$ cat config.mk
export PLATFORM = sky130hd
export DESIGN_NAME = glyph_row_pixel_blitter
export DESIGN_NICKNAME = d
export VERILOG_FILES = /design/src/rtl/core/grpb_pkg.sv /design/src/rtl/core/grpb_front.sv /design/src/rtl/core/grpb_queue.sv /design/src/rtl/core/grpb_back.sv /design/src/rtl/core/glyph_row_pixel_blitter.sv
export VERILOG_INCLUDE_DIRS = /design/src /design/src/rtl/core
export SDC_FILE = /design/constraint.sdc
export NUM_CORES = 1
export LEC_CHECK = 0
export BUFFER_PORTS_ARGS = -buffer_cell sky130_fd_sc_hd__buf_2
export CAP_MARGIN = 25
export CORE_UTILIZATION = 35
export DETAILED_ROUTE_END_ITERATION = 10
export PLACE_DENSITY_LB_ADDON = 0.25
export SYNTH_ARGS = -nofsm -noshare
export SYNTH_HDL_FRONTEND = slang
export SYNTH_HIERARCHICAL = 1
export SYNTH_SLANG_ARGS = --single-unit
$ cat constraint.sdc
create_clock -name clk -period 10.17 [get_ports clk]
set_input_delay 1.5255 -clock clk [delete_from_list [all_inputs] [get_ports clk]]
set_output_delay 1.5255 -clock clk [all_outputs]
set_load 0.02 [all_outputs]
$ cat src/rtl/core/glyph_row_pixel_blitter_assert.svh
// Assertion macros shared by the glyph row pixel blitter modules.
`ifndef GLYPH_ROW_PIXEL_BLITTER_ASSERT_SVH
`define GLYPH_ROW_PIXEL_BLITTER_ASSERT_SVH

// Same-cycle implication, sampled on clk, off during reset.
`define GRPB_ASSERT_NOW(label, ante, cons, msg) \
	label: assert property (@(posedge clk) disable iff (!arst_n) (ante) |-> (cons)) \
		else $error(msg);

// Next-cycle implication, sampled on clk, off during reset.
`define GRPB_ASSERT_NEXT(label, ante, cons, msg) \
	label: assert property (@(posedge clk) disable iff (!arst_n) (ante) |=> (cons)) \
		else $error(msg);

`endif

$ cat src/rtl/core/grpb_pkg.sv
// Shared types and constants of the glyph row pixel blitter.
package grpb_pkg;

	localparam int GLYPH_SIZE = 16;
	localparam int GLYPH_IDX_W = $clog2(GLYPH_SIZE);
	localparam int COORD_W = 12;
	localparam int PX_W = COORD_W + 1;
	localparam int BYTE_OFF_W = PX_W + 2;
	localparam int ADDR_W = 26;
	localparam int DATA_W = 24;
	localparam int DIM_IN_W = 13;
	localparam int QDEPTH = 4;

	localparam int DEF_MAX_WIDTH = 4096;
	localparam int DEF_MAX_HEIGHT = 4096;

	localparam int CFG_IDX_W = 2;
	localparam logic [CFG_IDX_W-1:0] CFG_PIXEL_FORMAT = 2'd0;
	localparam logic [CFG_IDX_W-1:0] CFG_IMAGE_WIDTH = 2'd1;
	localparam logic [CFG_IDX_W-1:0] CFG_IMAGE_HEIGHT = 2'd2;
	localparam logic [CFG_IDX_W-1:0] CFG_FG_COLOR = 2'd3;

	localparam logic [DATA_W-1:0] MASK_HI_NIB = 24'h0000F0;
	localparam logic [DATA_W-1:0] MASK_LO_NIB = 24'h00000F;
	localparam logic [DATA_W-1:0] MASK_BYTE = 24'h0000FF;
	localparam logic [DATA_W-1:0] MASK_FULL = 24'hFFFFFF;
	localparam logic [7:0] BIT_MSB = 8'h80;

	typedef enum logic [1:0] {
		FMT_1BPP = 2'd0,
		FMT_4BPP = 2'd1,
		FMT_8BPP = 2'd2,
		FMT_24BPP = 2'd3
	} pix_fmt_t;

	typedef struct packed {
		pix_fmt_t fmt;
		logic [DIM_IN_W-1:0] width;
		logic [DIM_IN_W-1:0] height;
		logic [DATA_W-1:0] fg;
	} grpb_cfg_t;

	localparam pix_fmt_t RST_FMT = FMT_24BPP;
	localparam logic [DIM_IN_W-1:0] RST_WIDTH = 13'd1920;
	localparam logic [DIM_IN_W-1:0] RST_HEIGHT = 13'd1080;
	localparam logic [DATA_W-1:0] RST_FG = 24'd0;

	// One classified glyph row: row base address, origin x, in-image ink (bit j = column j).
	typedef struct packed {
		logic [ADDR_W-1:0] base;
		logic [COORD_W-1:0] gx;
		logic [GLYPH_SIZE-1:0] pix;
	} grpb_job_t;

endpackage

$ cat src/rtl/core/grpb_front.sv
// Front end: accepts glyph rows, clips them to the image and computes the row base address.
`include "glyph_row_pixel_blitter_assert.svh"

module grpb_front import grpb_pkg::*; #(
	parameter int MAX_WIDTH = DEF_MAX_WIDTH,
	parameter int MAX_HEIGHT = DEF_MAX_HEIGHT
) (
	input  logic clk,
	input  logic arst_n,
	input  grpb_cfg_t cfg,
	input  logic push,
	output logic full,
	input  logic [GLYPH_SIZE-1:0] glyph_row_bits,
	input  logic [COORD_W-1:0] glyph_x,
	input  logic [COORD_W-1:0] glyph_y,
	input  logic [GLYPH_IDX_W-1:0] row_index,
	output logic job_valid,
	input  logic job_ready,
	output grpb_job_t job
);

	localparam int DW_W = $clog2(MAX_WIDTH + 1);
	localparam int HW_W = $clog2(MAX_HEIGHT + 1);
	localparam int BW_W = DW_W + 5;
	localparam int RB_W = DW_W + 3;
	localparam int PROD_W = HW_W + RB_W;

	logic s1_valid_q;
	logic [GLYPH_SIZE-1:0] bits_s1;
	logic [COORD_W-1:0] gx_s1;
	logic [COORD_W-1:0] gy_s1;
	logic [GLYPH_IDX_W-1:0] ri_s1;

	logic s2_valid_q;
	logic [HW_W-1:0] row_s2;
	logic [RB_W-1:0] rb_s2;
	logic [COORD_W-1:0] gx_s2;
	logic [GLYPH_SIZE-1:0] pix_s2;

	logic s1_go, s2_go;
	logic [DW_W-1:0] w_sat;
	logic [HW_W-1:0] h_sat;
	logic [PX_W-1:0] py;
	logic row_ok;
	logic [HW_W-1:0] row_c;
	logic [BW_W-1:0] bits_w;
	logic [BW_W:0] bits_rnd;
	logic [RB_W-1:0] rb_c;
	logic [GLYPH_SIZE-1:0] pix_c;
	logic [PROD_W-1:0] prod;

	assign s2_go = !s2_valid_q || job_ready;
	assign s1_go = !s1_valid_q || s2_go;
	assign full = !s1_go;

	always_comb begin
		w_sat = (cfg.width > MAX_WIDTH) ? DW_W'(MAX_WIDTH) : DW_W'(cfg.width);
		h_sat = (cfg.height > MAX_HEIGHT) ? HW_W'(MAX_HEIGHT) : HW_W'(cfg.height);
		py = PX_W'(gy_s1) + PX_W'(ri_s1);
		row_ok = (py != '0) && (py <= h_sat);
		row_c = HW_W'(h_sat - py);
		case (cfg.fmt)
			FMT_1BPP: bits_w = BW_W'(w_sat);
			FMT_4BPP: bits_w = BW_W'(w_sat) << 2;
			FMT_8BPP: bits_w = BW_W'(w_sat) << 3;
			FMT_24BPP: bits_w = (BW_W'(w_sat) << 4) + (BW_W'(w_sat) << 3);
			default: bits_w = BW_W'(w_sat);
		endcase
		// Round up to whole 32-bit words, then count bytes.
		bits_rnd = (BW_W + 1)'(bits_w) + (BW_W + 1)'(31);
		rb_c = {bits_rnd[BW_W:5], 2'b00};
		for (int j = 0; j < GLYPH_SIZE; j++) begin
			pix_c[j] = bits_s1[GLYPH_SIZE-1-j] &&
				((PX_W'(gx_s1) + PX_W'(j)) < w_sat);
		end
	end

	always_ff @(posedge clk or negedge arst_n) begin
		if (!arst_n) begin
			s1_valid_q <= 1'b0;
			s2_valid_q <= 1'b0;
		end else begin
			if (s1_go) begin
				s1_valid_q <= push;
			end
			if (s2_go) begin
				// Drop rows outside the image and rows with no visible ink.
				s2_valid_q <= s1_valid_q && row_ok && (pix_c != '0);
			end
		end
	end

	always_ff @(posedge clk) begin
		if (s1_go && push) begin
			bits_s1 <= glyph_row_bits;
			gx_s1 <= glyph_x;
			gy_s1 <= glyph_y;
			ri_s1 <= row_index;
		end
		if (s2_go) begin
			row_s2 <= row_c;
			rb_s2 <= rb_c;
			gx_s2 <= gx_s1;
			pix_s2 <= pix_c;
		end
	end

	assign prod = PROD_W'(row_s2) * PROD_W'(rb_s2);

	assign job_valid = s2_valid_q;
	assign job.base = ADDR_W'(prod);
	assign job.gx = gx_s2;
	assign job.pix = pix_s2;

	`GRPB_ASSERT_NOW(a_front_no_empty_job, s2_valid_q, pix_s2 != '0, "front passed a row with no ink")

endmodule

$ cat src/rtl/core/grpb_queue.sv
// Short job queue between the front end and the write generator.
`include "glyph_row_pixel_blitter_assert.svh"

module grpb_queue import grpb_pkg::*; (
	input  logic clk,
	input  logic arst_n,
	input  logic wr_valid,
	output logic wr_ready,
	input  grpb_job_t wr_job,
	output logic rd_valid,
	input  logic rd_ready,
	output grpb_job_t rd_job
);

	localparam int PTR_W = $clog2(QDEPTH);
	localparam int CNT_W = $clog2(QDEPTH + 1);

	grpb_job_t mem_q [QDEPTH];
	logic [PTR_W-1:0] wr_ptr_q, rd_ptr_q;
	logic [CNT_W-1:0] count_q;
	logic wr_fire, rd_fire;

	assign wr_ready = (count_q != CNT_W'(QDEPTH));
	assign rd_valid = (count_q != '0);
	assign wr_fire = wr_valid && wr_ready;
	assign rd_fire = rd_valid && rd_ready;
	assign rd_job = mem_q[rd_ptr_q];

	always_ff @(posedge clk or negedge arst_n) begin
		if (!arst_n) begin
			wr_ptr_q <= '0;
			rd_ptr_q <= '0;
			count_q <= '0;
		end else begin
			if (wr_fire) begin
				wr_ptr_q <= PTR_W'(wr_ptr_q + 1'b1);
			end
			if (rd_fire) begin
				rd_ptr_q <= PTR_W'(rd_ptr_q + 1'b1);
			end
			if (wr_fire && !rd_fire) begin
				count_q <= CNT_W'(count_q + 1'b1);
			end else if (rd_fire && !wr_fire) begin
				count_q <= CNT_W'(count_q - 1'b1);
			end
		end
	end

	always_ff @(posedge clk) begin
		if (wr_fire) begin
			mem_q[wr_ptr_q] <= wr_job;
		end
	end

	`GRPB_ASSERT_NOW(a_queue_bound, 1'b1, count_q <= CNT_W'(QDEPTH), "queue count beyond depth")
	`GRPB_ASSERT_NEXT(a_queue_drain, rd_fire && !wr_fire, count_q == CNT_W'($past(count_q) - 1'b1), "queue count did not drop on read")

endmodule

$ cat src/rtl/core/grpb_back.sv
// Write generator: one masked write per ink bit, left to right, each cycle pop allows.
`include "glyph_row_pixel_blitter_assert.svh"

module grpb_back import grpb_pkg::*; (
	input  logic clk,
	input  logic arst_n,
	input  grpb_cfg_t cfg,
	input  logic job_valid,
	output logic job_ready,
	input  grpb_job_t job,
	output logic empty,
	input  logic pop,
	output logic [ADDR_W-1:0] byte_address,
	output logic [DATA_W-1:0] write_data,
	output logic [DATA_W-1:0] write_mask,
	output logic last_write
);

	logic busy_q;
	grpb_job_t job_q;
	logic [GLYPH_SIZE-1:0] rem_q;
	logic ovalid_q;
	logic [ADDR_W-1:0] addr_q;
	logic [DATA_W-1:0] data_q;
	logic [DATA_W-1:0] mask_q;
	logic last_q;

	logic out_free, emit, last_c, load;
	logic [GLYPH_SIZE-1:0] pick, rest;
	logic [GLYPH_IDX_W-1:0] idx;
	logic [PX_W-1:0] px;
	logic [BYTE_OFF_W-1:0] boff;
	logic [DATA_W-1:0] data_c, mask_c;

	assign out_free = !ovalid_q || pop;
	assign emit = busy_q && out_free;
	assign pick = rem_q & (~rem_q + 1'b1);
	assign rest = rem_q & ~pick;
	assign last_c = (rest == '0);
	assign job_ready = !busy_q || (emit && last_c);
	assign load = job_valid && job_ready;

	always_comb begin
		idx = '0;
		// Leftmost remaining column wins.
		for (int j = GLYPH_SIZE - 1; j >= 0; j--) begin
			if (rem_q[j]) begin
				idx = GLYPH_IDX_W'(j);
			end
		end
		px = PX_W'(job_q.gx) + PX_W'(idx);
		data_c = '0;
		case (cfg.fmt)
			FMT_1BPP: begin
				boff = BYTE_OFF_W'(px >> 3);
				mask_c = DATA_W'(BIT_MSB >> px[2:0]);
			end
			FMT_4BPP: begin
				boff = BYTE_OFF_W'(px >> 1);
				mask_c = px[0] ? MASK_LO_NIB : MASK_HI_NIB;
			end
			FMT_8BPP: begin
				boff = BYTE_OFF_W'(px);
				mask_c = MASK_BYTE;
			end
			FMT_24BPP: begin
				boff = (BYTE_OFF_W'(px) << 1) + BYTE_OFF_W'(px);
				mask_c = MASK_FULL;
				data_c = cfg.fg;
			end
			default: begin
				boff = BYTE_OFF_W'(px);
				mask_c = MASK_FULL;
			end
		endcase
	end

	always_ff @(posedge clk or negedge arst_n) begin
		if (!arst_n) begin
			busy_q <= 1'b0;
			ovalid_q <= 1'b0;
		end else begin
			if (load) begin
				busy_q <= 1'b1;
			end else if (emit && last_c) begin
				busy_q <= 1'b0;
			end
			if (emit) begin
				ovalid_q <= 1'b1;
			end else if (pop) begin
				ovalid_q <= 1'b0;
			end
		end
	end

	always_ff @(posedge clk) begin
		if (load) begin
			job_q <= job;
			rem_q <= job.pix;
		end else if (emit) begin
			rem_q <= rest;
		end
		if (emit) begin
			addr_q <= job_q.base + ADDR_W'(boff);
			data_q <= data_c;
			mask_q <= mask_c;
			last_q <= last_c;
		end
	end

	assign empty = !ovalid_q;
	assign byte_address = addr_q;
	assign write_data = data_q;
	assign write_mask = mask_q;
	assign last_write = last_q;

	`GRPB_ASSERT_NOW(a_back_busy_has_work, busy_q, rem_q != '0, "generator busy with no ink left")
	`GRPB_ASSERT_NOW(a_back_single_pick, emit, $onehot(pick), "generator picked other than one column")

endmodule

$ cat src/rtl/core/glyph_row_pixel_blitter.sv
// Top level of the glyph row pixel blitter: config registers, front end, job queue, write generator.
//
//  channel   dir  handshake          payload
//  glyph in  in   push / full        glyph_row_bits, glyph_x, glyph_y, row_index
//  write out out  empty / pop        byte_address, write_data, write_mask, last_write
//  config    in   cfg_write          cfg_index, cfg_data
//
// A glyph row is accepted every cycle while the job queue has room; rows with no
// visible ink are dropped in the front end and never reach the write side.
// The write generator emits one masked write per cycle while pop keeps the output free,
// one write per visible ink pixel; a row reaches it through the front stages and the job queue.
// arst_n clears all control state and loads the register reset values.
// pop low holds the current write; the queue (four rows) and the front end then fill and full rises.
module glyph_row_pixel_blitter import grpb_pkg::*; #(
	parameter int MAX_WIDTH = DEF_MAX_WIDTH,
	parameter int MAX_HEIGHT = DEF_MAX_HEIGHT
) (
	input  logic clk,
	input  logic arst_n,
	input  logic cfg_write,
	input  logic [CFG_IDX_W-1:0] cfg_index,
	input  logic [DATA_W-1:0] cfg_data,
	input  logic push,
	output logic full,
	input  logic [GLYPH_SIZE-1:0] glyph_row_bits,
	input  logic [COORD_W-1:0] glyph_x,
	input  logic [COORD_W-1:0] glyph_y,
	input  logic [GLYPH_IDX_W-1:0] row_index,
	output logic empty,
	input  logic pop,
	output logic [ADDR_W-1:0] byte_address,
	output logic [DATA_W-1:0] write_data,
	output logic [DATA_W-1:0] write_mask,
	output logic last_write
);

	grpb_cfg_t cfg_q;
	logic fr_valid, fr_ready, bk_valid, bk_ready;
	grpb_job_t fr_job, bk_job;

	always_ff @(posedge clk or negedge arst_n) begin
		if (!arst_n) begin
			cfg_q.fmt <= RST_FMT;
			cfg_q.width <= RST_WIDTH;
			cfg_q.height <= RST_HEIGHT;
			cfg_q.fg <= RST_FG;
		end else if (cfg_write) begin
			case (cfg_index)
				CFG_PIXEL_FORMAT: cfg_q.fmt <= pix_fmt_t'(cfg_data[1:0]);
				CFG_IMAGE_WIDTH: cfg_q.width <= cfg_data[DIM_IN_W-1:0];
				CFG_IMAGE_HEIGHT: cfg_q.height <= cfg_data[DIM_IN_W-1:0];
				CFG_FG_COLOR: cfg_q.fg <= cfg_data;
				default: cfg_q <= cfg_q;
			endcase
		end
	end

	grpb_front #(
		.MAX_WIDTH(MAX_WIDTH),
		.MAX_HEIGHT(MAX_HEIGHT)
	) u_front (
		.clk(clk),
		.arst_n(arst_n),
		.cfg(cfg_q),
		.push(push),
		.full(full),
		.glyph_row_bits(glyph_row_bits),
		.glyph_x(glyph_x),
		.glyph_y(glyph_y),
		.row_index(row_index),
		.job_valid(fr_valid),
		.job_ready(fr_ready),
		.job(fr_job)
	);

	grpb_queue u_queue (
		.clk(clk),
		.arst_n(arst_n),
		.wr_valid(fr_valid),
		.wr_ready(fr_ready),
		.wr_job(fr_job),
		.rd_valid(bk_valid),
		.rd_ready(bk_ready),
		.rd_job(bk_job)
	);

	grpb_back u_back (
		.clk(clk),
		.arst_n(arst_n),
		.cfg(cfg_q),
		.job_valid(bk_valid),
		.job_ready(bk_ready),
		.job(bk_job),
		.empty(empty),
		.pop(pop),
		.byte_address(byte_address),
		.write_data(write_data),
		.write_mask(write_mask),
		.last_write(last_write)
	);

endmodule

## Yosys cells after proc, flatten, opt, wreduce, memory -nomap -nowiden

Memory sizes are Yosys's and may differ from the RTL's.
Index checks and enable logic that the tools add are counted.

| storage, ports and cells | value |
|---|---|
| bits of input ports | 75 |
| output and inout bits | 77 |
| register bits | 291 |
| memories kept | 1 |
| memory bits (writable) | 208 |

Memories:

| memory | depth | bits a word | rd ports | clocked after memory_dff | wr ports | line | text |
|---|---|---|---|---|---|---|---|
| u_queue.mem_q | 4 | 52 | 1 | 0 | 1 | grpb_queue.sv:18 | `grpb_job_t mem_q [QDEPTH];` |

| cells by class | value |
|---|---|
| bitwise operators | 4 |
| add/subtract/negate cells | 27 |
| eq/ne operators | 7 |
| $lt $le $gt $ge | 19 |
| multiply operators | 1 |
| shift operators | 1 |
| muxes and demuxes | 32 |
| reductions and logical operators | 51 |

Operator list:

| operator | count |
|---|---|
| less-than comparator 13 bit | 15 |
| adder 12 x 4 -> 13 bit (second input constant) | 8 |
| case mux 24 bit (4 select lines) | 1 |
| case mux 18 bit (4 select lines) | 1 |
| two-way mux 4 bit | 16 |
| case mux 15 bit (4 select lines) | 1 |
| adder 12 x 3 -> 13 bit (second input constant) | 4 |
| bitwise AND 16 bit | 2 |
| two-way mux 16 bit | 2 |
| NOT 16 bit | 2 |
| adder 12 x 2 -> 13 bit (second input constant) | 2 |
| adder 12 x 4 -> 13 bit | 2 |
| adder 26 x 15 -> 26 bit | 1 |
| greater-than comparator 13 bit (second input constant) | 2 |
| logical AND 1 bit | 26 |
| two-way mux 13 bit | 2 |
| multiplier 13 x 14 -> 24 bit | 1 |
| right shift 8 x 3 -> 24 bit (first input constant) | 1 |
| adder 18 x 5 -> 19 bit (second input constant) | 1 |
| adder 17 x 16 -> 18 bit | 1 |
| adder 16 x 1 -> 16 bit (second input constant) | 1 |
| zero test 16 bit | 1 |
| nonzero test 16 bit | 1 |
| adder 14 x 13 -> 15 bit | 1 |
| 20 further kinds | 47 |

## Depth between registers and ports, before layout

Gate-level depths: netlist of run 1.

| logic depth | value |
|---|---|
| depth after elaboration | 20 |
| depth in mapped cells | 29 |

## By module

Netlist of run 1, hierarchy kept.

By module, submodules not included:

| module | cells an instance | times used | area each (um2) |
|---|---|---|---|
| grpb_front | 1941 | 1 | 17105.2 |
| grpb_queue | 317 | 1 | 8202.9 |
| grpb_back | 579 | 1 | 6766.5 |
| glyph_row_pixel_blitter | 112 | 1 | 1956.9 |

## Least setup slack after synthesis of run 1

OpenSTA, ideal clock, no wires.

| timing | value |
|---|---|
| path type | register to register |
| from | register u_back.rem_q[14] |
| to | register u_back.addr_q[15] (netlist: u_back/byte_address[15]), data pin |
| arrival | 5509 ps |
| buffers on the path | 1 |
| required time | 9912 ps |
| slack | 4403 ps |
| stages on the path, launching flop included | 29 |
| library setup time | 258 ps |
| period minus slack after synthesis | 5767 ps |
| cells stage by stage | edfxtp_1 -> clkbuf_1 -> nor2b_1 -> o21bai_1 -> a21oi_1 -> o21bai_1 -> a21oi_1 -> o21ai_0 -> o311ai_0 -> ha_1 -> fa_1 -> a21o_1 -> a21oi_1 -> xnor2_1 -> ha_1 -> and2_1 -> a22o_1 -> o31ai_1 -> nand2b_1 -> mux2i_1 -> o21a_1 -> ha_1 -> a21o_1 -> a21o_1 -> a21o_1 -> a211o_1 -> a31o_2 -> a21oi_1 -> xnor2_1 |

| between the ends | value |
|---|---|
| longest elaborated chain between the ends | 19 |

Ends and longest elaborated chain:

| what | line | text |
|---|---|---|
| start, declared | grpb_back.sv:21 | `logic [GLYPH_SIZE-1:0] rem_q;` |
| start signal, assigned | grpb_back.sv:99 | `rem_q <= job.pix;` |
| start signal, assigned | grpb_back.sv:101 | `rem_q <= rest;` |
| two-way mux 4 bit (*) (15 in a row) | grpb_back.sv:47 | `if (rem_q[j]) begin` |
| adder 12 x 4 -> 13 bit (*) | grpb_back.sv:51 | `px = PX_W'(job_q.gx) + PX_W'(idx);` |
| adder 14 x 13 -> 15 bit | grpb_back.sv:67 | `boff = (BYTE_OFF_W'(px) << 1) + BYTE_OFF_W'(px);` |
| case mux 15 bit (4 select lines) (*) | grpb_back.sv:53 | `case (cfg.fmt)` |
| adder 26 x 15 -> 26 bit (*) | grpb_back.sv:104 | `addr_q <= job_q.base + ADDR_W'(boff);` |
| end signal, assigned | grpb_back.sv:104 |  |
| end, declared | grpb_back.sv:23 | `logic [ADDR_W-1:0] addr_q;` |

Every way passes the cells marked *; elsewhere a longest branch is shown, timed or not.
A chain may end at the register's enable or synchronous reset.

## Worst setup path in the final report of run 1

| timing | value |
|---|---|
| from | register u_back.rem_q[15] |
| to | register u_back.addr_q[18] (netlist: u_back/byte_address[18]), data pin |

| between the ends | value |
|---|---|
| longest elaborated chain between the ends | 20 |

Ends and longest elaborated chain:

| what | line |
|---|---|
| two-way mux 4 bit (*) (16 in a row) | grpb_back.sv:47 |
| adder 12 x 4 -> 13 bit (*) | grpb_back.sv:51 |
| adder 14 x 13 -> 15 bit | grpb_back.sv:67 |
| case mux 15 bit (4 select lines) (*) | grpb_back.sv:53 |
| adder 26 x 15 -> 26 bit (*) | grpb_back.sv:104 |

Marks and branches as above.

==> results of run 1 <==
-- sequential cells by signal (all words and copies together) (netlist names), 3 cells and up --
| register | count |
|---|---|
| cfg_q | 52 |
| u_back/byte_address | 26 |
| u_back/job_q | 38 |
| u_back/rem_q | 16 |
| u_back/write_data | 24 |
| u_back/write_mask | 9 |
| u_front/bits_s1 | 16 |
| u_front/gx_s1 | 12 |
| u_front/gx_s2 | 12 |
| u_front/gy_s1 | 12 |
| u_front/pix_s2 | 16 |
| u_front/rb_s2 | 14 |
| u_front/ri_s1 | 4 |
| u_front/row_s2 | 13 |
| u_queue/count_q | 3 |
| u_queue/mem_q | 216 |
-- layer usage --
metal	vias to the layer above	wire, um
met3	105	4310
met4	0	2060
met5	-	0
li1	10700	-
met2	578	37100
met1	11000	39600
-- layout make-up --
cell class | count | area [um2]
Fill cell | 9318 | 58800
Multi-Input combinational cell | 2063 | 17900
Sequential cell | 492 | 14500
Tap cell | 1276 | 1600
Clock buffer | 74 | 1530
Timing Repair Buffer | 186 | 1060
Inverter | 251 | 945
Clock inverter | 29 | 302
-- critical path, cell delays in order (launching register included) --
cell and delay (ns):
edfxtp_1 0.46, nor2b_1 0.17, o21bai_1 0.15, a21oi_1 0.09, o21bai_1 0.15, a21oi_1 0.08
o21ai_0 0.16, o311ai_0 0.17, ha_1 0.25, fa_1 0.45, a21o_1 0.20, a21oi_1 0.36
xnor2_1 0.31, ha_1 0.37, and2_1 0.17, a22o_1 0.22, o31ai_1 0.35, nand2b_1 0.18
mux2i_1 0.08, o21a_1 0.18, ha_1 0.34, a21o_1 0.21, a21o_1 0.19, a21o_1 0.19
a31oi_1 0.21, o211ai_1 0.23, nor4bb_1 0.21, xor2_1 0.15
-- path summary, 6_finish.rpt --
| check | startpoint | endpoint | depth (start not counted) |
|---|---|---|---|
| min reg2reg | u_front/pix_s2[0] | u_queue/mem_q[3][0] | 0 |
| min | u_front/pix_s2[0] | u_queue/mem_q[3][0] | 0 |
| min in group asynchronous | arst_n | cfg_q[7] | 1 |
| max in group asynchronous | arst_n | u_queue/rd_ptr_q[1] | 2 |
| max | u_back/rem_q[15] | u_back/byte_address[18] | 27 |
| max reg2reg | u_back/rem_q[15] | u_back/byte_address[18] | 27 |
-- kinds of logic after synthesis --
logic type | count (synthesis) | share of synthesized area, %
xor gates and xnor gates | 238 | 6.18
DFF | 492 | 42.5
muxes | 144 | 6.69
and+or+nand+nor | 819 | 12.4
AOI/OAI and AO/OA | 438 | 8.85
buffers and inverters | 395 | 4.94
other | 1 | 0.0110
adders and majority gates | 422 | 18.4
-- through the flow --
| step | hold slack [ns] | area (um2) |
|---|---|---|
| 2_1_floorplan | 0.451 | 34000 |
| 3_3_place_gp | 0.480 | 35900 |
| 3_5_place_dp | 0.485 | 36000 |
| 4_1_cts | 0.484 | 37800 |
| 5_1_grt | 0.507 | 37800 |
| 6_report | 0.490 | 37800 |
-- cells in the mapped netlist (34+ instances only) --
cell type    n  area share (%)
a21o_1      50             1.1
fa_1       137             8.1
buf_2       34            0.50
a21oi_1     98             1.4
xnor2_1    145             3.7
mux2_2      63             2.1
nand3_1     45            0.66
mux4_2      60             4.0
nor3_1      52            0.76
xor2_1      92             2.4
nor2b_1     42            0.77
nand2_1    226             2.5
clkbuf_1    69            0.76
and3_1      47            0.86
dfrtp_1     53             3.9
and2_1      89             1.6
o21ai_0     63            0.93
inv_1      246             2.7
ha_1       271              10
edfxtp_1   429              38
nor2_1     170             1.9
==> summary.md, run 1 <==
| Metric | Value |
|---|---|
| Status | `finished clean` |
| DRC Markers | `0` |
| Max-Cap Viols | `0` |
| EDFF count, synth | `429` |
| Syn Inst Count | `2,949` |
| Post-Syn Area | `34,000 um2` |
| H-tree Lvls | `2` |
| Clk sinks | `492` |
| Clock Skews | `0.0221 ns` |
| Drt first pass iters | `5` |
| CTS resizes | `0` |
| Synth Area per Inst | `11.5 um2` |
| Initial DRC count | `1,499` |
| TritonCTS Buffers | `55` |
| Worst Tran Pin Value | `0.959 ns` |
| CTS Root Cell | `clkbuf_16` |
| Non-filler cells, final | `4,371` |
| Fin util | `39.2%` |
| Final setup violation count | `0` |
| Met2 usage | `27.0%` |
| Seq/Total Area, Yosys | `42.5%` |
| Pins Over Slew Limit | `0` |
| Layout Area Growth over Synthesis | `11.1%` |
| Via/cell ratio | `5.12` |
| Port Buffers | `151` |
| Worst slew margin relative to its limit | `35.9%` |
| GRT met1 Usage | `24.2%` |
| Share of cells above drive strength 1 | `15.1%` |
| Min cycle time layout | `6.54 ns` |
| I/O pin total | `152` |
| RSZ-0062 raised after global routing | `false` |
| Site row count | `114` |
| Crit end category | `flop` |
| WS Path Type | `flop to flop` |
| Final wirelength | `83,100 um` |
| Final antenna-violating net count | `0` |
| Final worst path period share | `64.3%` |
| GP Congestion | `0.883` |
| Synth warnings | `6` |
| Most common cell after layout, fill and taps aside | `edfxtp_1` |
| Cts hold-fix bufs | `0` |
| Initial Utilization | `35.2%` |
| Routed vias | `22.4k` |
| Worst setup slack after layout | `3.63 ns` |
| Core ar. | `96,600 um2` |
| Die Y-Extent | `314 um` |
| Setup crit start kind | `flop` |
| Dominant synthesized flop cell | `edfxtp_1` |
| CTS clock-pin slew for the worst setup and hold paths | `0.06 ns` |
| Total global routing track utilization | `17.1%` |
| Hold Vio Cnt, Final | `0` |
| Overflow after GRT | `0` |
| Asr flop ratio synth | `12.8%` |
| Hpwl dp | `59,500 um` |
| Met3 usage | `2.69%` |
| Crit path DAT | `6.91 ns` |
| GR peak layer | `met2` |
| Worst Path Required | `10.55 ns` |
| Pin count of the biggest net entering global routing | `57` |
| Worst reg2reg setup slack | `3.63 ns` |
| Chip width | `314 um` |
| Worst-path maximum fanout | `6` |
| Yosys cell types | `112` |
| Synth Register Bits | `492` |
| Placed cells | `4,267` |
| CTS max path bufs | `3` |
| Place WS | `3.61 ns` |
| Die ar. | `98,500 um2` |
| Hold crit path type | `flop to flop` |
| Post-CTS Setup Inserts | `0` |
| Vias in the first global route | `22.5k` |
| Initial antenna violation count | `3` |
| Setup TNS | `0 ns` |
| Clk_lat worst skew | `0.64 ns` |
| Most frequent cells in the layout | `429 x edfxtp_1, 271 x ha_1, 245 x inv_1, 226 x nand2_1, 170 x nor2_1` |
| # nets final | `3,532` |
| Fmax achieved | `153 MHz` |
| Drt wl/cell | `19.0 um` |
| TritonCTS clock tree | `built` |
| Global-route wire length before repair | `131,000 um` |
| Ant. Diodes | `0` |
Power of run 1 is not shown: default switching activity piles up to over one toggle a cycle in this logic, so the estimate is an artifact.
==> run 2, diff against run 1 <==
Clock period 10.17 ns to 5.3 ns, I/O delays scaled along.
==> run 2 against run 1 <==
The run now ends with setup timing left. Die area is the same. Fmax rose by 17%. Critical path depth did not move. Worst hold slack got worse by 0.46 ns. Flip-flop and latch count did not move. Register-to-register slack lost 3.9 ns. Clock-buffer cell count did not move. Global-route usage increased by 0.85 points. Sequential share of layout area fell by 2.2 points. Utilization grew 2.4 points. Worst setup slack worse by 3.9 ns. Clock skew up 0.0069 ns.
==> summary.md, run 2 (same netlist as run 1, synthesis figures left out) <==
| Metric | Value |
|---|---|
| Crit-path slowest cell | `mux4_2` |
| Clock Skews | `0.0290 ns` |
| Setup crit start kind | `flop` |
| Most frequent cells in the layout | `429 x edfxtp_1, 262 x buf_4, 255 x ha_1, 233 x inv_1, 225 x nand2_1` |
| Chip width | `314 um` |
| WS Path Type | `flop to flop` |
| Initial DRC count | `1,527` |
| Via/cell ratio | `5.05` |
| CTS max path bufs | `3` |
| Drt first pass iters | `7` |
| Overflow after GRT | `0` |
| Final wirelength | `88,700 um` |
| Ant. Diodes | `0` |
| Global-route wire length before repair | `137,000 um` |
| Status | `complete, but fails checks` |
| Worst Tran Pin Value | `0.959 ns` |
| Initial antenna violation count | `1` |
| Max-Cap Viols | `0` |
| Worst setup slack after layout | `-0.297 ns` |
| GP Congestion | `0.888` |
| Site row count | `114` |
| Top flop regs | `u_queue/mem_q x216, cfg_q x52, u_back/job_q x38` |
| Most common cell after layout, fill and taps aside | `edfxtp_1` |
| Delay of the slowest cell on the worst path | `0.47 ns` |
| RSZ-0062 raised after global routing | `true` |
| Pins Over Slew Limit | `0` |
| Vias in the first global route | `23.4k` |
| Final antenna-violating net count | `0` |
| # nets final | `3,770` |
| CTS Root Cell | `clkbuf_16` |
| Min cycle time layout | `5.60 ns` |
| Worst slew margin relative to its limit | `36.1%` |
| Cts hold-fix bufs | `0` |
| Pin count of the biggest net entering global routing | `62` |
| Hold crit path type | `input pin to asynchronous set/reset pin` |
| I/O pin total | `152` |
| Crit end category | `flop` |
| Routed vias | `23.3k` |
| Final worst path period share | `106%` |
| Core ar. | `96,600 um2` |
| Initial Utilization | `35.2%` |
| Clk sinks | `492` |
| TritonCTS clock tree | `built` |
| Crit path DAT | `5.95 ns` |
| CTS clock-pin slew for the worst setup and hold paths | `0.06 ns` |
| DRC Markers | `0` |
| Failing checks | `setup timing` |
| TritonCTS Buffers | `55` |
| Die Y-Extent | `314 um` |
| Die ar. | `98,500 um2` |
| Total global routing track utilization | `18.0%` |
| Max reg flops | `216` |
| Worst-path maximum fanout | `5` |
| Share of cells above drive strength 1 | `23.6%` |
| H-tree Lvls | `2` |
| Fin util | `41.5%` |
| Port Buffers | `151` |
| Layout Area Growth over Synthesis | `17.8%` |
| Hpwl dp | `66,200 um` |
| Drt wl/cell | `19.2 um` |
| Register with the most flip-flops | `u_queue/mem_q` |
| Hold Vio Cnt, Final | `0` |
| Worst Path Required | `5.66 ns` |
| Worst r2r path cells | `27` |
| Final setup violation count | `29` |
| Clk_lat worst skew | `0.62 ns` |
| Fmax achieved | `179 MHz` |
-- run 2: changes by cell type in the layout (fill, tap and decap cells not counted), moves of 12 or more --
cell / previous run / this run
buf_4: 34 / 262
ha_1: 271 / 255
a21oi_1: 98 / 86
ha_4: 0 / 12
inv_1: 245 / 233
inv_2: 5 / 17
-- run 2: final timing paths --
kind | from | endpoint | slack (ns)
worst max register to register | u_back/rem_q[15] | u_back/byte_address[25] | -0.30
worst min-delay path | arst_n | u_queue/rd_ptr_q[1] | 0.03
worst min register to register | u_front/pix_s2[2] | u_queue/mem_q[2][2] | 0.49
min in group clk | glyph_row_bits[6] | u_front/bits_s1[6] | 0.34
max in group asynchronous | arst_n | cfg_q[7] | 4.16
worst max-delay path | u_back/rem_q[15] | u_back/byte_address[25] | -0.30
-- run 2: worst max-delay path: cells and delay by family (launching register included) --
kind	cells	cell delay [ns]
XOR/XNOR	3	0.43
flip-flops	1	0.37
multiplexers	1	0.47
AO/OA/AOI/OAI	13	2.04
AND/OR/NAND/NOR	4	0.58
adder cells (fa/ha/maj)	4	1.12
buffers and inverters	2	0.27
-- run 2: per-stage QoR --
step,setup TNS (ns),hold slack (ns),cells,setup slack (ns),area [um2]
after floorplan,-0.419,0.451,2950,-0.0681,34300
after global placement,-6.27,0.479,4488,-0.300,37800
after detailed placement,-7.58,0.482,4488,-0.353,37800
after CTS,-5.51,0.000274,4602,-0.323,39800
after global routing,-16.94,0.0121,4609,-0.616,40100
final,-4.72,0.0255,4609,-0.297,40100
-- run 2: layer usage --
metal  share of wire (%)  GRT usage, %
met3                 4.9          2.24
met1                  47          25.6
met2                  45          28.5
met5                   0             0
met4                 2.7          5.31
-- run 2: layout make-up --
class | instances | area [um2]
clock buffer | 74 | 1480
clock inverter | 29 | 324
fill | 9222 | 56500
inverter | 251 | 945
multi-input combinational | 2063 | 18400
sequential | 492 | 14500
tap | 1276 | 1600
timing repair buffer | 424 | 2850
-- run 2: repair_timing --
action | 4_1_cts | 5_1_grt
endpoints found under the setup margin | 32 | 59
pin swaps | 29 | 25
setup buffers | 12 | 9
gates resized for setup | 28 | 55
Power of run 2 is left out for the same reason.
==> run 3, diff against run 2 <==
Settings changed: CELL_PAD_IN_SITES_DETAIL_PLACEMENT set to 2, CELL_PAD_IN_SITES_GLOBAL_PLACEMENT set to 2.
==> run 3 against run 2 <==
The flow still finishes with violations (setup timing). Non-clock buffer count increased by 30. Register-to-register slack worse by 0.31 ns. First-iteration DRC count fell by 31%. Die area unchanged. Worst hold slack better by 0.066 ns. Clock-buffer cell count up 7. Final area up 2.0%. Flip-flop and latch count is the same. Clock skew grew 0.0081 ns. Highest routed layer is now met5.
==> summary.md, run 3 (same netlist as run 1, synthesis figures left out) <==
| Metric | Value |
|---|---|
| Global-route wire length before repair | `173,000 um` |
| Max reg flops | `216` |
| Vias in the first global route | `28.1k` |
| Failing checks | `setup timing` |
| Routed vias | `24.5k` |
| Min cycle time layout | `5.91 ns` |
| Register with the most flip-flops | `u_queue/mem_q` |
| Chip width | `314 um` |
| Cts hold-fix bufs | `0` |
| Share of cells above drive strength 1 | `26.0%` |
| Initial Utilization | `35.2%` |
| Setup TNS | `-14.25 ns` |
| Final wirelength | `114,000 um` |
| Crit-path slowest cell | `edfxtp_1` |
| Worst setup slack after layout | `-0.609 ns` |
| Fmax achieved | `169 MHz` |
| RSZ-0062 raised after global routing | `true` |
| Initial antenna violation count | `3` |
| Pin count of the biggest net entering global routing | `56` |
| Site row count | `114` |
| Area post-placement | `37,800 um2` |
| RR Endpoint | `u_back/byte_address[23]` |
| Worst-path maximum fanout | `5` |
| Crit end category | `flop` |
| WS Path Type | `flop to flop` |
| Drt first pass iters | `6` |
| CTS clock-pin slew for the worst setup and hold paths | `0.06 ns` |
| Post-route cell area | `40,900 um2` |
| Worst reg2reg setup slack | `-0.61 ns` |
| Via/cell ratio | `5.28` |
| # nets final | `3,804` |
| Clock Skews | `0.0371 ns` |
| DRC Markers | `0` |
| CTS max path bufs | `3` |
| I/O pin total | `152` |
| Clk sinks | `492` |
| Clk_lat worst skew | `0.67 ns` |
| Most common cell after layout, fill and taps aside | `edfxtp_1` |
| Top cell by count, worst path | `a21o_1` |
| Crit Reg-Reg Startpoint | `u_back/rem_q[14]` |
| Final setup violation count | `43` |
| Layout Area Growth over Synthesis | `20.1%` |
| Die Y-Extent | `314 um` |
| Port Buffers | `151` |
| Top flop regs | `u_queue/mem_q x216, cfg_q x52, u_back/job_q x38` |
| Drt wl/cell | `24.6 um` |
| Most frequent cells in the layout | `429 x edfxtp_1, 286 x buf_4, 246 x ha_1, 231 x inv_1, 223 x nand2_1` |
| Hold Vio Cnt, Final | `0` |
| Initial DRC count | `1,051` |
| Delay of the slowest cell on the worst path | `0.40 ns` |
| Setup crit start kind | `flop` |
| Worst r2r path cells | `28` |
| Crit path DAT | `6.30 ns` |
| Hpwl dp | `84,800 um` |
| GP Congestion | `0.871` |
| Fin Hold WS | `0.0917 ns` |
| Max-Cap Viols | `0` |
| Worst Path Required | `5.69 ns` |
| Hold crit path type | `input pin to asynchronous set/reset pin` |
| Status | `complete, but fails checks` |
| Pins Over Slew Limit | `0` |
| CP delay by family, top | `compound AO/OA/AOI/OAI gates` |
| Final worst path period share | `111%` |
| Worst slew margin relative to its limit | `33.3%` |
| CTS Root Cell | `clkbuf_16` |
| CP bufs+invs | `3` |
| Final antenna-violating net count | `0` |
| H-tree Lvls | `2` |
| TritonCTS Buffers | `59` |
| Worst Tran Pin Value | `1.00 ns` |
| Core ar. | `96,600 um2` |
| Overflow after GRT | `0` |
| TritonCTS clock tree | `built` |
| Die ar. | `98,500 um2` |
| Total global routing track utilization | `23.2%` |
## run 3: changes by cell type in the layout (fill, tap and decap cells not counted), sizes merged
| cell | previous run | this run |
|---|---|---|
| bufinv | 4 | 5 |
| buf | 424 | 453 |
| clkbuf | 74 | 82 |
| diode | 0 | 1 |
## run 3: what timing repair did
action                                  in CTS  in global routing
setup buffers                               28                 25
gates resized for setup                     72                 76
pin swaps                                   48                 62
endpoints found under the setup margin      47                 71
## run 3: how the worst max path moves through the flow
stage,start,end,cells past startpoint
final,u_back/rem_q[14],u_back/byte_address[23],28
after global routing,u_back/rem_q[14],u_back/byte_address[17],28
after CTS,u_back/rem_q[15],u_back/byte_address[21],27
after detailed placement,u_back/rem_q[15],u_back/byte_address[21],28
after global placement,u_back/rem_q[15],u_back/byte_address[19],27
after floorplan,u_back/rem_q[15],u_back/byte_address[19],27
## run 3: final cells by class
cell class,instances,area [um2]
Clock inverter,30,352
Antenna cell,1,2.50
Timing Repair Buffer,454,3100
Sequential cell,492,14500
Clock buffer,81,1630
Tap cell,1276,1600
Fill cell,9835,55700
Multi-Input combinational cell,2063,18800
Inverter,251,945
## run 3: worst reg2reg max path, delay by kind of cell (launching register included)
family | cells | cell delay (ns)
AO/OA/AOI/OAI | 12 | 2.53
flip-flops | 1 | 0.40
buffers and inverters | 3 | 0.45
XOR/XNOR | 2 | 0.31
adder cells (fa/ha/maj) | 3 | 0.87
AND/OR/NAND/NOR | 7 | 0.88
multiplexers | 1 | 0.20
## run 3: metal layers
layer  part of all wire [%]  track usage (%)
met5                  0.024                0
met4                    3.1             7.31
met3                    3.2             3.09
met2                     51             41.4
met1                     43             28.8
## run 3: through the flow
step	std cells	worst slack, ns	util (%)
finish	4648	-0.609	42.3
global route	4647	-0.863	42.3
CTS	4628	-0.478	41.8
detailed placement	4492	-0.573	39.2
global placement	4492	-0.399	39.2
floorplan	2950	-0.0681	-
Power of run 3 is left out for the same reason.
